[src/design/pcfp_pkg.sv]
// Shared constants, types and codes of the preamble checksum frame parser.
package pcfp_pkg;

  localparam int FRAME_LEN   = 16;
  localparam int FRAME_AW    = $clog2(FRAME_LEN);
  localparam int BYTE_W      = 8;
  localparam int INDEX_W     = 6;
  localparam int CFG_INDEX_W = 2;
  localparam int QUEUE_DEPTH = 4;
  localparam int QUEUE_AW    = $clog2(QUEUE_DEPTH);

  localparam logic [INDEX_W-1:0] LAST_IDX = INDEX_W'(FRAME_LEN - 1);

  typedef enum logic [1:0] {
    PH_HUNT1,
    PH_HUNT2,
    PH_DATA,
    PH_SUM
  } phase_t;

  typedef enum logic [CFG_INDEX_W-1:0] {
    REG_FIRST_PREAMBLE  = 2'd0,
    REG_SECOND_PREAMBLE = 2'd1
  } cfg_reg_t;

  typedef struct packed {
    logic [BYTE_W-1:0]  data;
    logic [INDEX_W-1:0] idx;
    logic               commit;
  } entry_t;

endpackage

[src/design/pcfp_if.sv]
// Handshake channel interfaces of the preamble checksum frame parser.
interface pcfp_rx_if;
  logic                      valid;
  logic                      ready;
  logic [pcfp_pkg::BYTE_W-1:0] rx_byte;

  modport source (output valid, output rx_byte, input ready);
  modport sink (input valid, input rx_byte, output ready);
endinterface

interface pcfp_frame_if;
  logic                         valid;
  logic                         ready;
  logic [pcfp_pkg::BYTE_W-1:0]  frame_byte;
  logic [pcfp_pkg::INDEX_W-1:0] byte_index;
  logic                         frame_last;

  modport source (output valid, output frame_byte, output byte_index, output frame_last,
                  input ready);
  modport sink (input valid, input frame_byte, input byte_index, input frame_last,
                output ready);
endinterface

interface pcfp_cfg_if;
  logic                             valid;
  logic                             ready;
  logic [pcfp_pkg::CFG_INDEX_W-1:0] index;
  logic [pcfp_pkg::BYTE_W-1:0]      data;

  modport source (output valid, output index, output data, input ready);
  modport sink (input valid, input index, input data, output ready);
endinterface

[src/design/preamble_checksum_frame_parser_top.sv]
// Top level of the preamble checksum frame parser.
// The front end takes one received byte per cycle whenever its four-entry request
// queue has room, hunts for the two preamble bytes, keeps the running 8-bit sum
// and sends store and commit requests to the back end. The back end writes bytes
// into a FRAME_LEN-byte store and, after a frame whose checksum matched, reads
// it out at one byte per cycle while the output is ready, through a registered
// memory read; while it drains, the back end takes no requests and the front
// end keeps accepting bytes until the queue is full. Mismatched frames are
// dropped without output. The preamble values are written through the
// configuration channel, by the user only while the block is idle, which the
// block itself does not enforce, and reset to 0xAA and 0x55.
module preamble_checksum_frame_parser_top (
  input  logic          clk,
  input  logic          rst,
  pcfp_rx_if.sink       rx,
  pcfp_cfg_if.sink      cfg,
  pcfp_frame_if.source  frame
);

  logic              push;
  logic              full;
  logic              pop;
  logic              q_valid;
  pcfp_pkg::entry_t  push_entry;
  pcfp_pkg::entry_t  q_entry;

  pcfp_front u_front (
    .clk   (clk),
    .rst   (rst),
    .rx    (rx),
    .cfg   (cfg),
    .full  (full),
    .push  (push),
    .entry (push_entry)
  );

  pcfp_queue u_queue (
    .clk        (clk),
    .rst        (rst),
    .push       (push),
    .push_entry (push_entry),
    .full       (full),
    .pop        (pop),
    .not_empty  (q_valid),
    .head       (q_entry)
  );

  pcfp_back u_back (
    .clk     (clk),
    .rst     (rst),
    .q_valid (q_valid),
    .q_entry (q_entry),
    .pop     (pop),
    .frame   (frame)
  );

endmodule

[src/design/pcfp_front.sv]
// Front end: preamble hunt, byte classification and running checksum.
module pcfp_front (
  input  logic                 clk,
  input  logic                 rst,
  pcfp_rx_if.sink              rx,
  pcfp_cfg_if.sink             cfg,
  input  logic                 full,
  output logic                 push,
  output pcfp_pkg::entry_t     entry
);

  pcfp_pkg::phase_t                 phase;
  pcfp_pkg::phase_t                 phase_next;
  logic [pcfp_pkg::INDEX_W-1:0]     count;
  logic [pcfp_pkg::INDEX_W-1:0]     count_next;
  logic [pcfp_pkg::BYTE_W-1:0]      sum;
  logic [pcfp_pkg::BYTE_W-1:0]      sum_next;
  logic [pcfp_pkg::BYTE_W-1:0]      first_preamble;
  logic [pcfp_pkg::BYTE_W-1:0]      second_preamble;
  logic                             accept;

  assign rx.ready  = !full;
  assign cfg.ready = 1'b1;
  assign accept    = rx.valid && !full;

  always_ff @(posedge clk) begin
    if (rst) begin
      first_preamble  <= 8'd170;
      second_preamble <= 8'd85;
    end else if (cfg.valid) begin
      unique case (cfg.index)
        pcfp_pkg::REG_FIRST_PREAMBLE:  first_preamble  <= cfg.data;
        pcfp_pkg::REG_SECOND_PREAMBLE: second_preamble <= cfg.data;
        default: ;
      endcase
    end
  end

  always_ff @(posedge clk) begin
    if (rst) begin
      phase <= pcfp_pkg::PH_HUNT1;
      count <= '0;
      sum   <= '0;
    end else begin
      phase <= phase_next;
      count <= count_next;
      sum   <= sum_next;
    end
  end

  always_comb begin
    phase_next   = phase;
    count_next   = count;
    sum_next     = sum;
    push         = 1'b0;
    entry.data   = rx.rx_byte;
    entry.idx    = count;
    entry.commit = 1'b0;
    if (accept) begin
      unique case (phase)
        pcfp_pkg::PH_HUNT1: begin
          count_next = '0;
          sum_next   = '0;
          entry.idx  = '0;
          if (rx.rx_byte == first_preamble) begin
            push       = 1'b1;
            count_next = pcfp_pkg::INDEX_W'(1);
            sum_next   = rx.rx_byte;
            phase_next = pcfp_pkg::PH_HUNT2;
          end
        end
        pcfp_pkg::PH_HUNT2: begin
          if (rx.rx_byte == second_preamble) begin
            push       = 1'b1;
            count_next = count + 1'b1;
            sum_next   = sum + rx.rx_byte;
            phase_next = pcfp_pkg::PH_DATA;
          end else begin
            phase_next = pcfp_pkg::PH_HUNT1;
          end
        end
        pcfp_pkg::PH_DATA: begin
          push       = 1'b1;
          count_next = count + 1'b1;
          sum_next   = sum + rx.rx_byte;
          if (count_next >= pcfp_pkg::LAST_IDX) begin
            phase_next = pcfp_pkg::PH_SUM;
          end
        end
        pcfp_pkg::PH_SUM: begin
          count_next = count + 1'b1;
          if (sum == rx.rx_byte) begin
            push         = 1'b1;
            entry.commit = 1'b1;
          end
          phase_next = pcfp_pkg::PH_HUNT1;
        end
        default: phase_next = pcfp_pkg::PH_HUNT1;
      endcase
    end
  end

endmodule

[src/design/pcfp_queue.sv]
// Short request queue between the front end and the frame read-out.
module pcfp_queue (
  input  logic              clk,
  input  logic              rst,
  input  logic              push,
  input  pcfp_pkg::entry_t  push_entry,
  output logic              full,
  input  logic              pop,
  output logic              not_empty,
  output pcfp_pkg::entry_t  head
);

  pcfp_pkg::entry_t               slots [pcfp_pkg::QUEUE_DEPTH];
  logic [pcfp_pkg::QUEUE_AW-1:0]  wr_ptr;
  logic [pcfp_pkg::QUEUE_AW-1:0]  rd_ptr;
  logic [pcfp_pkg::QUEUE_AW:0]    used;
  logic                           do_push;
  logic                           do_pop;

  assign full      = used == (pcfp_pkg::QUEUE_AW + 1)'(pcfp_pkg::QUEUE_DEPTH);
  assign not_empty = used != '0;
  assign head      = slots[rd_ptr];
  assign do_push   = push && !full;
  assign do_pop    = pop && not_empty;

  always_ff @(posedge clk) begin
    if (do_push) begin
      slots[wr_ptr] <= push_entry;
    end
  end

  always_ff @(posedge clk) begin
    if (rst) begin
      wr_ptr <= '0;
      rd_ptr <= '0;
      used   <= '0;
    end else begin
      if (do_push) begin
        wr_ptr <= wr_ptr + 1'b1;
      end
      if (do_pop) begin
        rd_ptr <= rd_ptr + 1'b1;
      end
      if (do_push && !do_pop) begin
        used <= used + 1'b1;
      end else if (do_pop && !do_push) begin
        used <= used - 1'b1;
      end
    end
  end

endmodule

[src/design/pcfp_back.sv]
// Back end: frame store and read-out of a checked frame.
module pcfp_back (
  input  logic              clk,
  input  logic              rst,
  input  logic              q_valid,
  input  pcfp_pkg::entry_t  q_entry,
  output logic              pop,
  pcfp_frame_if.source      frame
);

  logic [pcfp_pkg::BYTE_W-1:0]   store [pcfp_pkg::FRAME_LEN];
  logic [pcfp_pkg::BYTE_W-1:0]   rd_data;
  logic [pcfp_pkg::FRAME_AW-1:0] rd_cnt;
  logic [pcfp_pkg::INDEX_W-1:0]  out_index;
  logic                          out_last;
  logic                          out_valid;
  logic                          busy;
  logic                          issue;
  logic                          rd_final;

  assign pop      = q_valid && !busy;
  assign issue    = busy && (!out_valid || frame.ready);
  assign rd_final = rd_cnt == pcfp_pkg::FRAME_AW'(pcfp_pkg::FRAME_LEN - 1);

  assign frame.valid      = out_valid;
  assign frame.frame_byte = rd_data;
  assign frame.byte_index = out_index;
  assign frame.frame_last = out_last;

  always_ff @(posedge clk) begin
    if (pop) begin
      store[q_entry.idx[pcfp_pkg::FRAME_AW-1:0]] <= q_entry.data;
    end
    if (issue) begin
      rd_data   <= store[rd_cnt];
      out_index <= pcfp_pkg::INDEX_W'(rd_cnt);
      out_last  <= rd_final;
    end
  end

  always_ff @(posedge clk) begin
    if (rst) begin
      busy      <= 1'b0;
      rd_cnt    <= '0;
      out_valid <= 1'b0;
    end else begin
      if (pop && q_entry.commit) begin
        busy   <= 1'b1;
        rd_cnt <= '0;
      end else if (issue) begin
        rd_cnt <= rd_cnt + 1'b1;
        if (rd_final) begin
          busy <= 1'b0;
        end
      end
      if (issue) begin
        out_valid <= 1'b1;
      end else if (frame.ready) begin
        out_valid <= 1'b0;
      end
    end
  end

endmodule

[src/flat_wrapper.sv]
// flat-port wrapper written by rule: the top's interface ports become plain ports
module preamble_checksum_frame_parser_top_flat 
  (clk, rst, rx_valid, rx_rx_byte, rx_ready, cfg_valid, cfg_index, cfg_data, cfg_ready, frame_valid, frame_frame_byte, frame_byte_index, frame_frame_last, frame_ready);
  pcfp_rx_if rx_i ();
  pcfp_cfg_if cfg_i ();
  pcfp_frame_if frame_i ();
  input  logic clk;
  input  logic rst;
  input wire logic [$bits(rx_i.valid)-1:0] rx_valid;
  input wire logic [$bits(rx_i.rx_byte)-1:0] rx_rx_byte;
  output wire logic [$bits(rx_i.ready)-1:0] rx_ready;
  input wire logic [$bits(cfg_i.valid)-1:0] cfg_valid;
  input wire logic [$bits(cfg_i.index)-1:0] cfg_index;
  input wire logic [$bits(cfg_i.data)-1:0] cfg_data;
  output wire logic [$bits(cfg_i.ready)-1:0] cfg_ready;
  output wire logic [$bits(frame_i.valid)-1:0] frame_valid;
  output wire logic [$bits(frame_i.frame_byte)-1:0] frame_frame_byte;
  output wire logic [$bits(frame_i.byte_index)-1:0] frame_byte_index;
  output wire logic [$bits(frame_i.frame_last)-1:0] frame_frame_last;
  input wire logic [$bits(frame_i.ready)-1:0] frame_ready;
  assign rx_i.valid = rx_valid;
  assign rx_i.rx_byte = rx_rx_byte;
  assign rx_ready = rx_i.ready;
  assign cfg_i.valid = cfg_valid;
  assign cfg_i.index = cfg_index;
  assign cfg_i.data = cfg_data;
  assign cfg_ready = cfg_i.ready;
  assign frame_valid = frame_i.valid;
  assign frame_frame_byte = frame_i.frame_byte;
  assign frame_byte_index = frame_i.byte_index;
  assign frame_frame_last = frame_i.frame_last;
  assign frame_i.ready = frame_ready;
  preamble_checksum_frame_parser_top u_core (.clk(clk), .rst(rst), .rx(rx_i), .cfg(cfg_i), .frame(frame_i));
endmodule
[config.mk]
export PLATFORM = sky130hd
export DESIGN_NAME = preamble_checksum_frame_parser_top_flat
export DESIGN_NICKNAME = d
export VERILOG_FILES = /design/src/design/pcfp_pkg.sv /design/src/design/pcfp_if.sv /design/src/design/preamble_checksum_frame_parser_top.sv /design/src/design/pcfp_front.sv /design/src/design/pcfp_queue.sv /design/src/design/pcfp_back.sv /design/src/flat_wrapper.sv
export SDC_FILE = /design/constraint.sdc
export NUM_CORES = 1
export LEC_CHECK = 0
export BUFFER_PORTS_ARGS = -buffer_cell sky130_fd_sc_hd__buf_2
export CORE_UTILIZATION = 60
export CTS_CLUSTER_DIAMETER = 60
export CTS_CLUSTER_SIZE = 8
export DETAILED_ROUTE_END_ITERATION = 10
export HOLD_SLACK_MARGIN = 0.12
export PLACE_DENSITY = 0.78
export SETUP_SLACK_MARGIN = 0.4
export SYNTH_ARGS = -nofsm -noshare
export SYNTH_HDL_FRONTEND = slang
export SYNTH_SLANG_ARGS = --single-unit
[constraint.sdc]
create_clock -name clk -period 3.1 [get_ports clk]
set_input_delay 0.31 -clock clk [delete_from_list [all_inputs] [get_ports clk]]
set_output_delay 0.31 -clock clk [all_outputs]
set_load 0.05 [all_outputs]
======== After elaboration in Yosys (flattened, before gate mapping) ========
Memory sizes are Yosys's and may differ from the RTL's. A register that Yosys moved wholly into a read port is not among the register bits.
Index checks and enable logic that the tools add are counted.
cells by class
  equal/unequal tests ..................... 12
  muxes and demuxes ....................... 31
  reduce and logical (&&, ||, !) cells .... 30
  order comparisons ....................... 1
  $add $sub $neg .......................... 7
operators by type and width
  kind                                                  number
  == test 8 bit                                         3
  one-hot mux 8 bit (3 select lines)                    1
  one-hot mux 6 bit (3 select lines)                    1
  two-way mux 8 bit                                     2
  two-way mux 1 bit                                     15
  two-way mux 6 bit                                     2
  two-way mux 2 bit                                     5
  adder 8 bit                                           1
  logical AND 1 bit                                     8
  one-hot mux 2 bit (4 select lines)                    1
  AND reduction 2 bit                                   4
  nonzero test 2 bit                                    4
  two-way mux 7 bit                                     1
  adder 6 x 1 -> 6 bit (second input constant)          1
  >= comparator 6 x 4 -> 1 bit (second input constant)  1
  two-way mux 3 bit                                     2
  != test 2 bit (second input constant)                 3
  AND reduction 3 bit                                   2
  nonzero test 3 bit                                    2
  logical NOT 1 bit                                     5
  adder 2 x 1 -> 2 bit (second input constant)          2
  adder 4 x 1 -> 4 bit (second input constant)          1
  == test 2 x 1 -> 1 bit (second input constant)        2
  == test 2 bit (second input constant)                 2
  other kinds (8)                                       10
word-level totals
  output and inout port bits .............. 18
  memory bits (writable) .................. 188
  input port bits ......................... 23
  logic and storage cells ................. 96
  register bits ........................... 50
  memories kept ........................... 2
memory list
  memory                depth  width  rd ports  clocked after Yosys merged registers in  wr ports  line              RTL
  u_core.u_back.store   16     8      1         1                                        1         pcfp_back.sv:11   logic [pcfp_pkg::BYTE_W-1:0] store [pcfp_pkg::FRAME_LEN];
  u_core.u_queue.slots  4      15     1         1                                        1         pcfp_queue.sv:13  pcfp_pkg::entry_t slots [pcfp_pkg::QUEUE_DEPTH];

======== Longest topological paths before layout ========
Gate-level depths: netlist of run 1.
  word-level depth ........................ 9
  mapped depth ............................ 11
  gate-level depth less buffers ........... 11

======== Hierarchy ========
Synthesis of run 1 repeated with hierarchy kept, for this count alone.
unflattened totals
  cells, all modules ...................... 655
  area total of the unflattened synthesis .. 10,538.9 um2
by module, submodules not included
  module      instances  sequential area each (um2)  area an instance (um2)  cells each
  pcfp_back   1          4,354.2                     5,679.2                 269
  pcfp_queue  1          1,981.9                     2,658.8                 126
  pcfp_front  1          640.6                       2,200.9                 260

======== Worst setup path after synthesis of run 1 ========
Ideal clock, no wire load.
  kind .................................... input to register
  start point ............................. input port rx_rx_byte[4]
  end point ............................... register u_core.u_queue.used[2] (netlist bit)
  cell stages on the path ................. 10
  data required time ...................... 3.030 ns
  slack ................................... 0.246 ns
  arrival ................................. 2.784 ns
  cell sequence ........................... ha_1 > nor4b_1 > nand4_1 > a311oi_4 > ha_1 > inv_1 > fa_1 > xor2_1 > or3_1 > a21oi_1
on the way
  cells in the longest elaborated chain, start to end .. 8
  elaborated cells on any way between the ends .. 14
  those cells by class .................... 3 x eq/ne; 6 x mux; 5 x reduce/logical
RTL lines
  item                                         line                                                  RTL
  from (decl)                                  flat_wrapper.sv:10                                    input wire logic [$bits(rx_i.rx_byte)-1:0] rx_rx_byte;
  == test 8 bit, on equally long branches      pcfp_front.sv:92, pcfp_front.sv:65, pcfp_front.sv:73
  two-way mux 1 bit, on equally long branches  pcfp_front.sv:92, pcfp_front.sv:65, pcfp_front.sv:73
  one-hot mux 1 bit (4 select lines) (*)       pcfp_front.sv:60                                      unique case (phase)
  two-way mux 1 bit (*)                        pcfp_front.sv:59                                      if (accept) begin
  logical AND 1 bit (*)                        pcfp_queue.sv:23                                      assign do_push = push && !full;
  net u_core.u_queue.do_push                   pcfp_queue.sv:17                                      logic do_push;
  logical NOT 1 bit                            pcfp_queue.sv:46                                      end else if (do_pop && !do_push) begin
  logical AND 1 bit                            pcfp_queue.sv:46
  nonzero test 2 bit (no line)                 n/a
  to (signal assigned)                         pcfp_queue.sv:45                                      used <= used + 1'b1;
  to (signal assigned)                         pcfp_queue.sv:47                                      used <= used - 1'b1;
  to (decl)                                    pcfp_queue.sv:16                                      logic [pcfp_pkg::QUEUE_AW:0] used;
Mark *: on every way through the listed nets, which the timed path passes. The rest lies on a longest branch.
A chain may end at the register's enable or synchronous reset.

==> results of run 1 <==
[final cells by class]
class | instances | area [um^2] | share of cell area (%)
tap | 216 | 270 | 2.30
sequential | 240 | 6750 | 57.4
inverter | 19 | 73.8 | 0.627
multi-input combinational | 341 | 3140 | 26.7
clock inverter | 3 | 26.3 | 0.223
timing repair buffer | 81 | 553 | 4.70
clock buffer | 54 | 947 | 8.05
[where the power goes]
group	internal (mW)	switching, mW
registers	3.97	0.171
logic	0.735	1.15
clock network	2.08	1.29
total	6.79	2.60
[worst max path at each step]
stage,from,endpoint,slack [ns],depth (start not counted)
4_1_cts,u_core.u_front.sum[4],u_core.u_queue.used[2],0.37,10
6_report,flop,u_core.u_queue.used[2],0.32,11
2_1_floorplan,rx_rx_byte[0],u_core.u_queue.used[2],0.34,10
5_1_grt,flop,u_core.u_queue.used[2],0.28,11
3_3_place_gp,rx_rx_byte[7],u_core.u_queue.used[2],0.08,11
3_5_place_dp,rx_rx_byte[7],u_core.u_queue.used[2],0.04,11
[per-stage QoR]
step                utilization, %  worst slack [ns]  area, um^2
global placement              65.8            0.0761       10600
CTS                           73.0             0.375       11700
finish                        73.3             0.324       11800
detailed placement            65.8            0.0448       10600
floorplan                        -             0.337       10000
global route                  73.3             0.282       11800
[sequential cells by signal, summed over array words and instances (netlist names), named ones only]
signal,cells
u_core.u_back.frame.frame_byte,8
u_core.u_back.rd_cnt,4
u_core.u_front.count,6
u_core.u_back.busy,1
u_core.u_back.store,128
u_core.u_back.frame.frame_last,1
u_core.u_front.first_preamble,8
u_core.u_back.frame.byte_index,4
u_core.u_back.frame.valid,1
u_core.u_queue.slots,52
u_core.u_front.second_preamble,8
u_core.u_queue.rd_ptr,2
u_core.u_front.phase,1
u_core.u_queue.wr_ptr,2
u_core.u_queue.used,3
u_core.u_front.sum,8
[what timing repair did]
action / CTS / global route
endpoints found under the hold margin: 17 / 0
hold buffers: 10 / 0
buffers inserted: 4 / 4
pin swaps: 9 / 9
gates resized for setup: 7 / 5
setup endpoints to repair: 1 / 1
[metal layers]
metal | vias up | wire [um] | track usage, %
met5 | - | 0 | 0
met4 | 0 | 571 | 11.6
met3 | 49 | 1110 | 4.11
met2 | 217 | 11200 | 46.8
met1 | 2915 | 7960 | 29.5
li1 | 2592 | - | -
[cell usage in the layout (no fill, tap or decap), types with 3 or more instances in the layout]
cell           count
nand2_1           16
clkbuf_16         35
or3_1              6
xnor2_2            3
ha_1              15
mux4_2            45
buf_4             33
clkbuf_1          19
nand3_1            5
dlygate4sd3_1     10
nand2b_1           4
xnor2_1           12
dfxtp_1           38
xor2_1            16
inv_6              3
o21ai_0           11
nor2b_1           15
a211oi_1          13
a221oi_1           6
a211o_1            8
conb_1             3
nor2_1            58
ha_4               4
inv_1             17
and2_2             4
and2_1             4
nor3_1             7
a21oi_1           28
edfxtp_1         193
dfxtp_2            7
mux2i_1           19
nand4_1            4
buf_2             37
[cell families after synthesis]
kind of cell	after synthesis	synth area share, %
flops	240	67.4
simple gates	137	6.83
compound gates	83	5.80
mux	65	12.2
buf+inv	49	2.07
xor+xnor	31	2.72
fa+ha+maj	22	2.91
other cells	2	0.0752
==> qor.yml, run 1 <==
critical_path:
  crit_fanout: 3
  reg2regPathDepth: 11
  critPathLaunchType: "flop"
  r2r_slack_ns: 0.32
  cpMaxStageDelayCell: "or4_4"
  max_stage_delay_ns: 0.54
  worstPathRequired_ns: 3.51
  arrival_ns: 3.19
  cpLargestDelayFamily: "simple AND/OR/NAND/NOR gates"
  critPathBufInv: 3
  crit_type: "flop to flop"
  rr_endpoint: "u_core.u_queue.used[2]"
  cp_cell_sequence: "inv_4 -> ha_4 -> inv_1 -> or4_4 -> a311oi_4 -> ha_2 -> inv_2 -> fa_2 -> xor2_1 -> or3_1 -> a21oi_1"
  crit_path_end_kind: "flop"
clock_tree:
  path_clk_slew_ns: 0.05
  numCtsBuffers: 35
  clock-root-buffer: "clkbuf_16"
  clk_path_buf_depth: 3
  cts_max_level: 2
  clock-sinks: 240
  clock_latency_ns: 0.50
  cts_tree: "done"
detailed_routing:
  wl_per_cell_um: 21.8
  ant_nets: 0
  vias: 5773
  first_pass_iters: 5
  vias_per_cell: 6.05
  drt_iter0_drc: 421
  wirelength_um: 20800
  drc: 0
yosys:
  synth.largest_area_cell: "edfxtp_1"
  syn_inst: 629
  yosys-top-cells-count: "edfxtp_1 (193), nor2_1 (58), dfxtp_1 (47), mux4_2 (45), a21oi_1 (28)"
  synth.top_cells.by_area: "edfxtp_1 (58%), mux4_2 (10%), dfxtp_1 (9.4%)"
  ys_seq_area_share_pct: 67.4
  syn_avg_cell_area_um2: 15.9
  ys_types: 54
  synth_edf_count: 193
  synth-seq-cells: 240
  synth_warnings: 0
  synth_ff_type: "edfxtp_1"
  async_flop_share_pct: 0
  syn-cell-area_um2: 9990
  synthMostInstantiatedCell: "edfxtp_1"
  synth_top_area_share_pct: 58.0
finish:
  fin_cells: 954
  area_growth_pct: 17.8
  fillers: 937
  drive_gt1_share_pct: 25.5
  layout.nets: 763
  antenna_cells: 0
global_routing:
  overflow: 0
  grt_usage_pct: 25.6
  grt_max_degree: 45
  grt_pass1_wl_um: 31700
  antenna_found_initial: 0
  grt_pass1_vias: 5926
power_and_ir_drop:
  irDropWorstVdd_mv: 0.430
  power_density_nw_per_um2: 798
  finalPower_mw: 9.39
  p_leak_nw: 4.02
job:
  cap_violations: 0
placed_design:
  post-place-cells: 879
  port_buffers: 37
  place.gp.congestion: 0.922
  hpwl_um: 12300
min_path:
  hp-class: "input port to flop"
  hp-start: "rx_rx_byte[2]"
  min_to: "u_core.u_queue.slots[0][9]"
  min_path_cells: 1
die:
  pin_count: 41
  die_w_um: 131
  die_area_um2: 17200
  core.rowCount: 46
  die_h_um: 131
  core-area_um2: 16100
  start_util_pct: 62.2
run_status:
  run_status: "finished clean"
timing:
  min_period_ns: 2.78
  setup_violations: 0
  skew_ns: 0.0132
  rsz0062_at_grt: "true"
  maxSlewViolCount: 0
  worst-slew-pin-transition_ns: 0.806
  relSlewSlack_pct: 46.3
  hold_viol: 0
  whs_ns: 0.164
  tns_ns: 0
  period_share_pct: 89.6
  fmax_mhz: 360
Power figures use the tool's default switching activity.
==> inputs of run 2 (changes only) <==
CORE_UTILIZATION = 61   (was 60)
GPL_TIMING_DRIVEN = 0   (was default)
PLACE_DENSITY = 0.79   (was 0.78)
==> qor.yml, run 2 (synthesis gave the netlist of run 1 again) <==
global_routing:
  overflow: 0  # unchanged
  grt_max_degree: 18  # -60%
  antenna_found_initial: 0  # unchanged
  grt_pass1_wl_um: 32300  # +1.7%
  grt_pass1_vias: 6047  # +2.0%
  grt_usage_pct: 26.4  # +0.86 points
min_path:
  hp-start: "frame_ready"
  min_path_cells: 4  # +3
  min_to: "u_core.u_back.frame.valid"
  hp-class: "input port to flop"
critical_path:
  crit_path_end_kind: "flop"
  crit_fanout: 6  # +3
  reg2regPathDepth: 10  # -1
  crit-reg2reg-launch: "u_core.u_front.sum[4]"
  worstPathRequired_ns: 3.52  # about the same
  rr_endpoint: "u_core.u_queue.used[2]"
  critPathLaunchType: "flop"
  crit_type: "flop to flop"
  r2r_slack_ns: 0.21  # -0.11 ns
  critical_path.startpoint: "u_core.u_front.sum[4]"
  arrival_ns: 3.31  # +0.12 ns
clock_tree:
  clock-root-buffer: "clkbuf_16"
  clock_latency_ns: 0.51  # about the same
  cts_tree: "done"
  numCtsBuffers: 35  # unchanged
  cts_max_level: 2  # unchanged
  clk_path_buf_depth: 3  # unchanged
  clock-sinks: 240  # unchanged
  path_clk_slew_ns: 0.05  # about the same
power_and_ir_drop:
  p_leak_nw: 3.96  # -1.5%
  irDropWorstVdd_mv: 0.492  # +14%
  power_density_nw_per_um2: 809  # +1.3%
run_status:
  run_status: "finished clean"
finish:
  largest_register_ffs: 128  # unchanged
  drive_gt1_share_pct: 24.6  # -0.88 points
  layout.nets: 764  # +0.13%
  antenna_cells: 0  # unchanged
  layout_common_cells: "edfxtp_1 (193), nor2_1 (45), mux4_2 (45)"
  final_common_cell: "edfxtp_1"
  finalCoreUtilization_pct: 73.7  # +0.42 points
  area_growth_pct: 17.6
timing:
  hold_viol: 0  # unchanged
  period_share_pct: 93.2  # +3.7 points
  tns_ns: 0  # unchanged
  worst-slew-pin-transition_ns: 0.929  # +0.123 ns
  relSlewSlack_pct: 38.0  # -8.2 points
  setup_violations: 0  # unchanged
  min_period_ns: 2.89  # +0.114 ns
  rsz0062_at_grt: "true"
  timing.final.ws_setup_ns: 0.210  # -0.114 ns
  maxSlewViolCount: 0  # unchanged
  skew_ns: 0.0228  # +0.00958 ns
  fmax_mhz: 346  # -3.9%
detailed_routing:
  drt_iter0_drc: 443  # +5.2%
  wirelength_um: 21500  # +3.1%
  vias_per_cell: 6.12  # +1.1%
  first_pass_iters: 5  # unchanged
  ant_nets: 0  # unchanged
  vias: 5849  # +1.3%
  drc: 0  # unchanged
  wl_per_cell_um: 22.5  # +2.9%
die:
  die_w_um: 130  # -0.81%
  die_area_um2: 16900  # -1.6%
  core.rowCount: 46  # unchanged
  pin_count: 41  # unchanged
  start_util_pct: 62.7  # +0.45 points
  die_h_um: 130  # -0.81%
  core-area_um2: 15900  # -0.72%
placed_design:
  port_buffers: 36  # -2.7%
  hpwl_um: 13000  # +6.0%
  pre_cts_ws_ns: -0.164  # -0.209 ns
  place.gp.congestion: 0.878  # -4.8%
job:
  cap_violations: 0  # unchanged
==> run 2: changes by cell type in the layout (fill, tap and decap cells not counted), moves of 5 or more <==
cell      delta
nor2_4       +5
clkbuf_1    +19
buf_4       -22
nor2_1      -13
nor2_2       +8
buf_2        +5
==> run 2: area by class of cell <==
cell class	instances	area (um^2)
buffer	30	135
clock buffer	56	976
clock inverter	2	25.0
fill	962	4200
inverter	19	73.8
multi-input combinational	341	3190
sequential	240	6750
tap	216	270
timing repair buffer	52	323
==> run 2: report_power, final <==
| part | internal (mW) | total (mW) | switching, mW | leakage, nW |
|---|---|---|---|---|
| logic | 0.697 | 1.96 | 1.26 | 1.35 |
| registers | 3.97 | 4.09 | 0.119 | 2.13 |
| clock network | 2.14 | 3.46 | 1.32 | 0.479 |
==> run 2: layer usage <==
layer / part of all wire (%) / routed length, um / up-vias / GRT usage, %
li1: - / - / 2591 / -
met1: 38 / 8160 / 2949 / 31.2
met2: 53 / 11300 / 254 / 47.2
met3: 5.8 / 1250 / 55 / 5.04
met4: 3.5 / 744 / 0 / 11.6
met5: 0 / 0 / - / 0
==> run 2: how the worst max path moves through the flow <==
| stage | endpoint | slack (ns) |
|---|---|---|
| final | u_core.u_queue.used[2] | 0.21 |
| after global routing | u_core.u_queue.used[2] | 0.15 |
| after CTS | u_core.u_queue.used[2] | 0.18 |
| after detailed placement | u_core.u_queue.used[2] | -0.16 |
| after global placement | u_core.u_queue.used[2] | -0.12 |
| after floorplan | u_core.u_queue.used[2] | 0.34 |
==> run 2: worst max-delay path, stage by stage, from the launching register on <==
cell and delay (ns):
dfxtp_1 0.32, ha_1 0.37, nor4b_2 0.31, nand4_1 0.23, a311oi_4 0.32, ha_2 0.26
inv_2 0.04, fa_2 0.34, xor2_2 0.16, or3_1 0.31, a21oi_1 0.14
==> run 2: per-stage QoR <==
stage | total power, mW | cells | instance area [um^2] | hold slack, ns
4_1_cts | 9.47 | 952 | 11600 | 0.128
2_1_floorplan | 5.48 | 630 | 10000 | 0.406
6_report | 9.50 | 956 | 11700 | 0.139
5_1_grt | 9.82 | 956 | 11700 | 0.136
3_5_place_dp | 5.98 | 882 | 10500 | 0.434
3_3_place_gp | 5.89 | 882 | 10500 | 0.416
==> run 2: timing repair <==
| action | CTS | global route |
|---|---|---|
| setup endpoints to repair | 66 | 75 |
| resized for setup | 9 | 22 |
| hold buffers | 9 | 0 |
| hold endpoints to repair | 16 | 0 |
| pin swaps | 3 | 13 |
| buffers inserted | 3 | 4 |
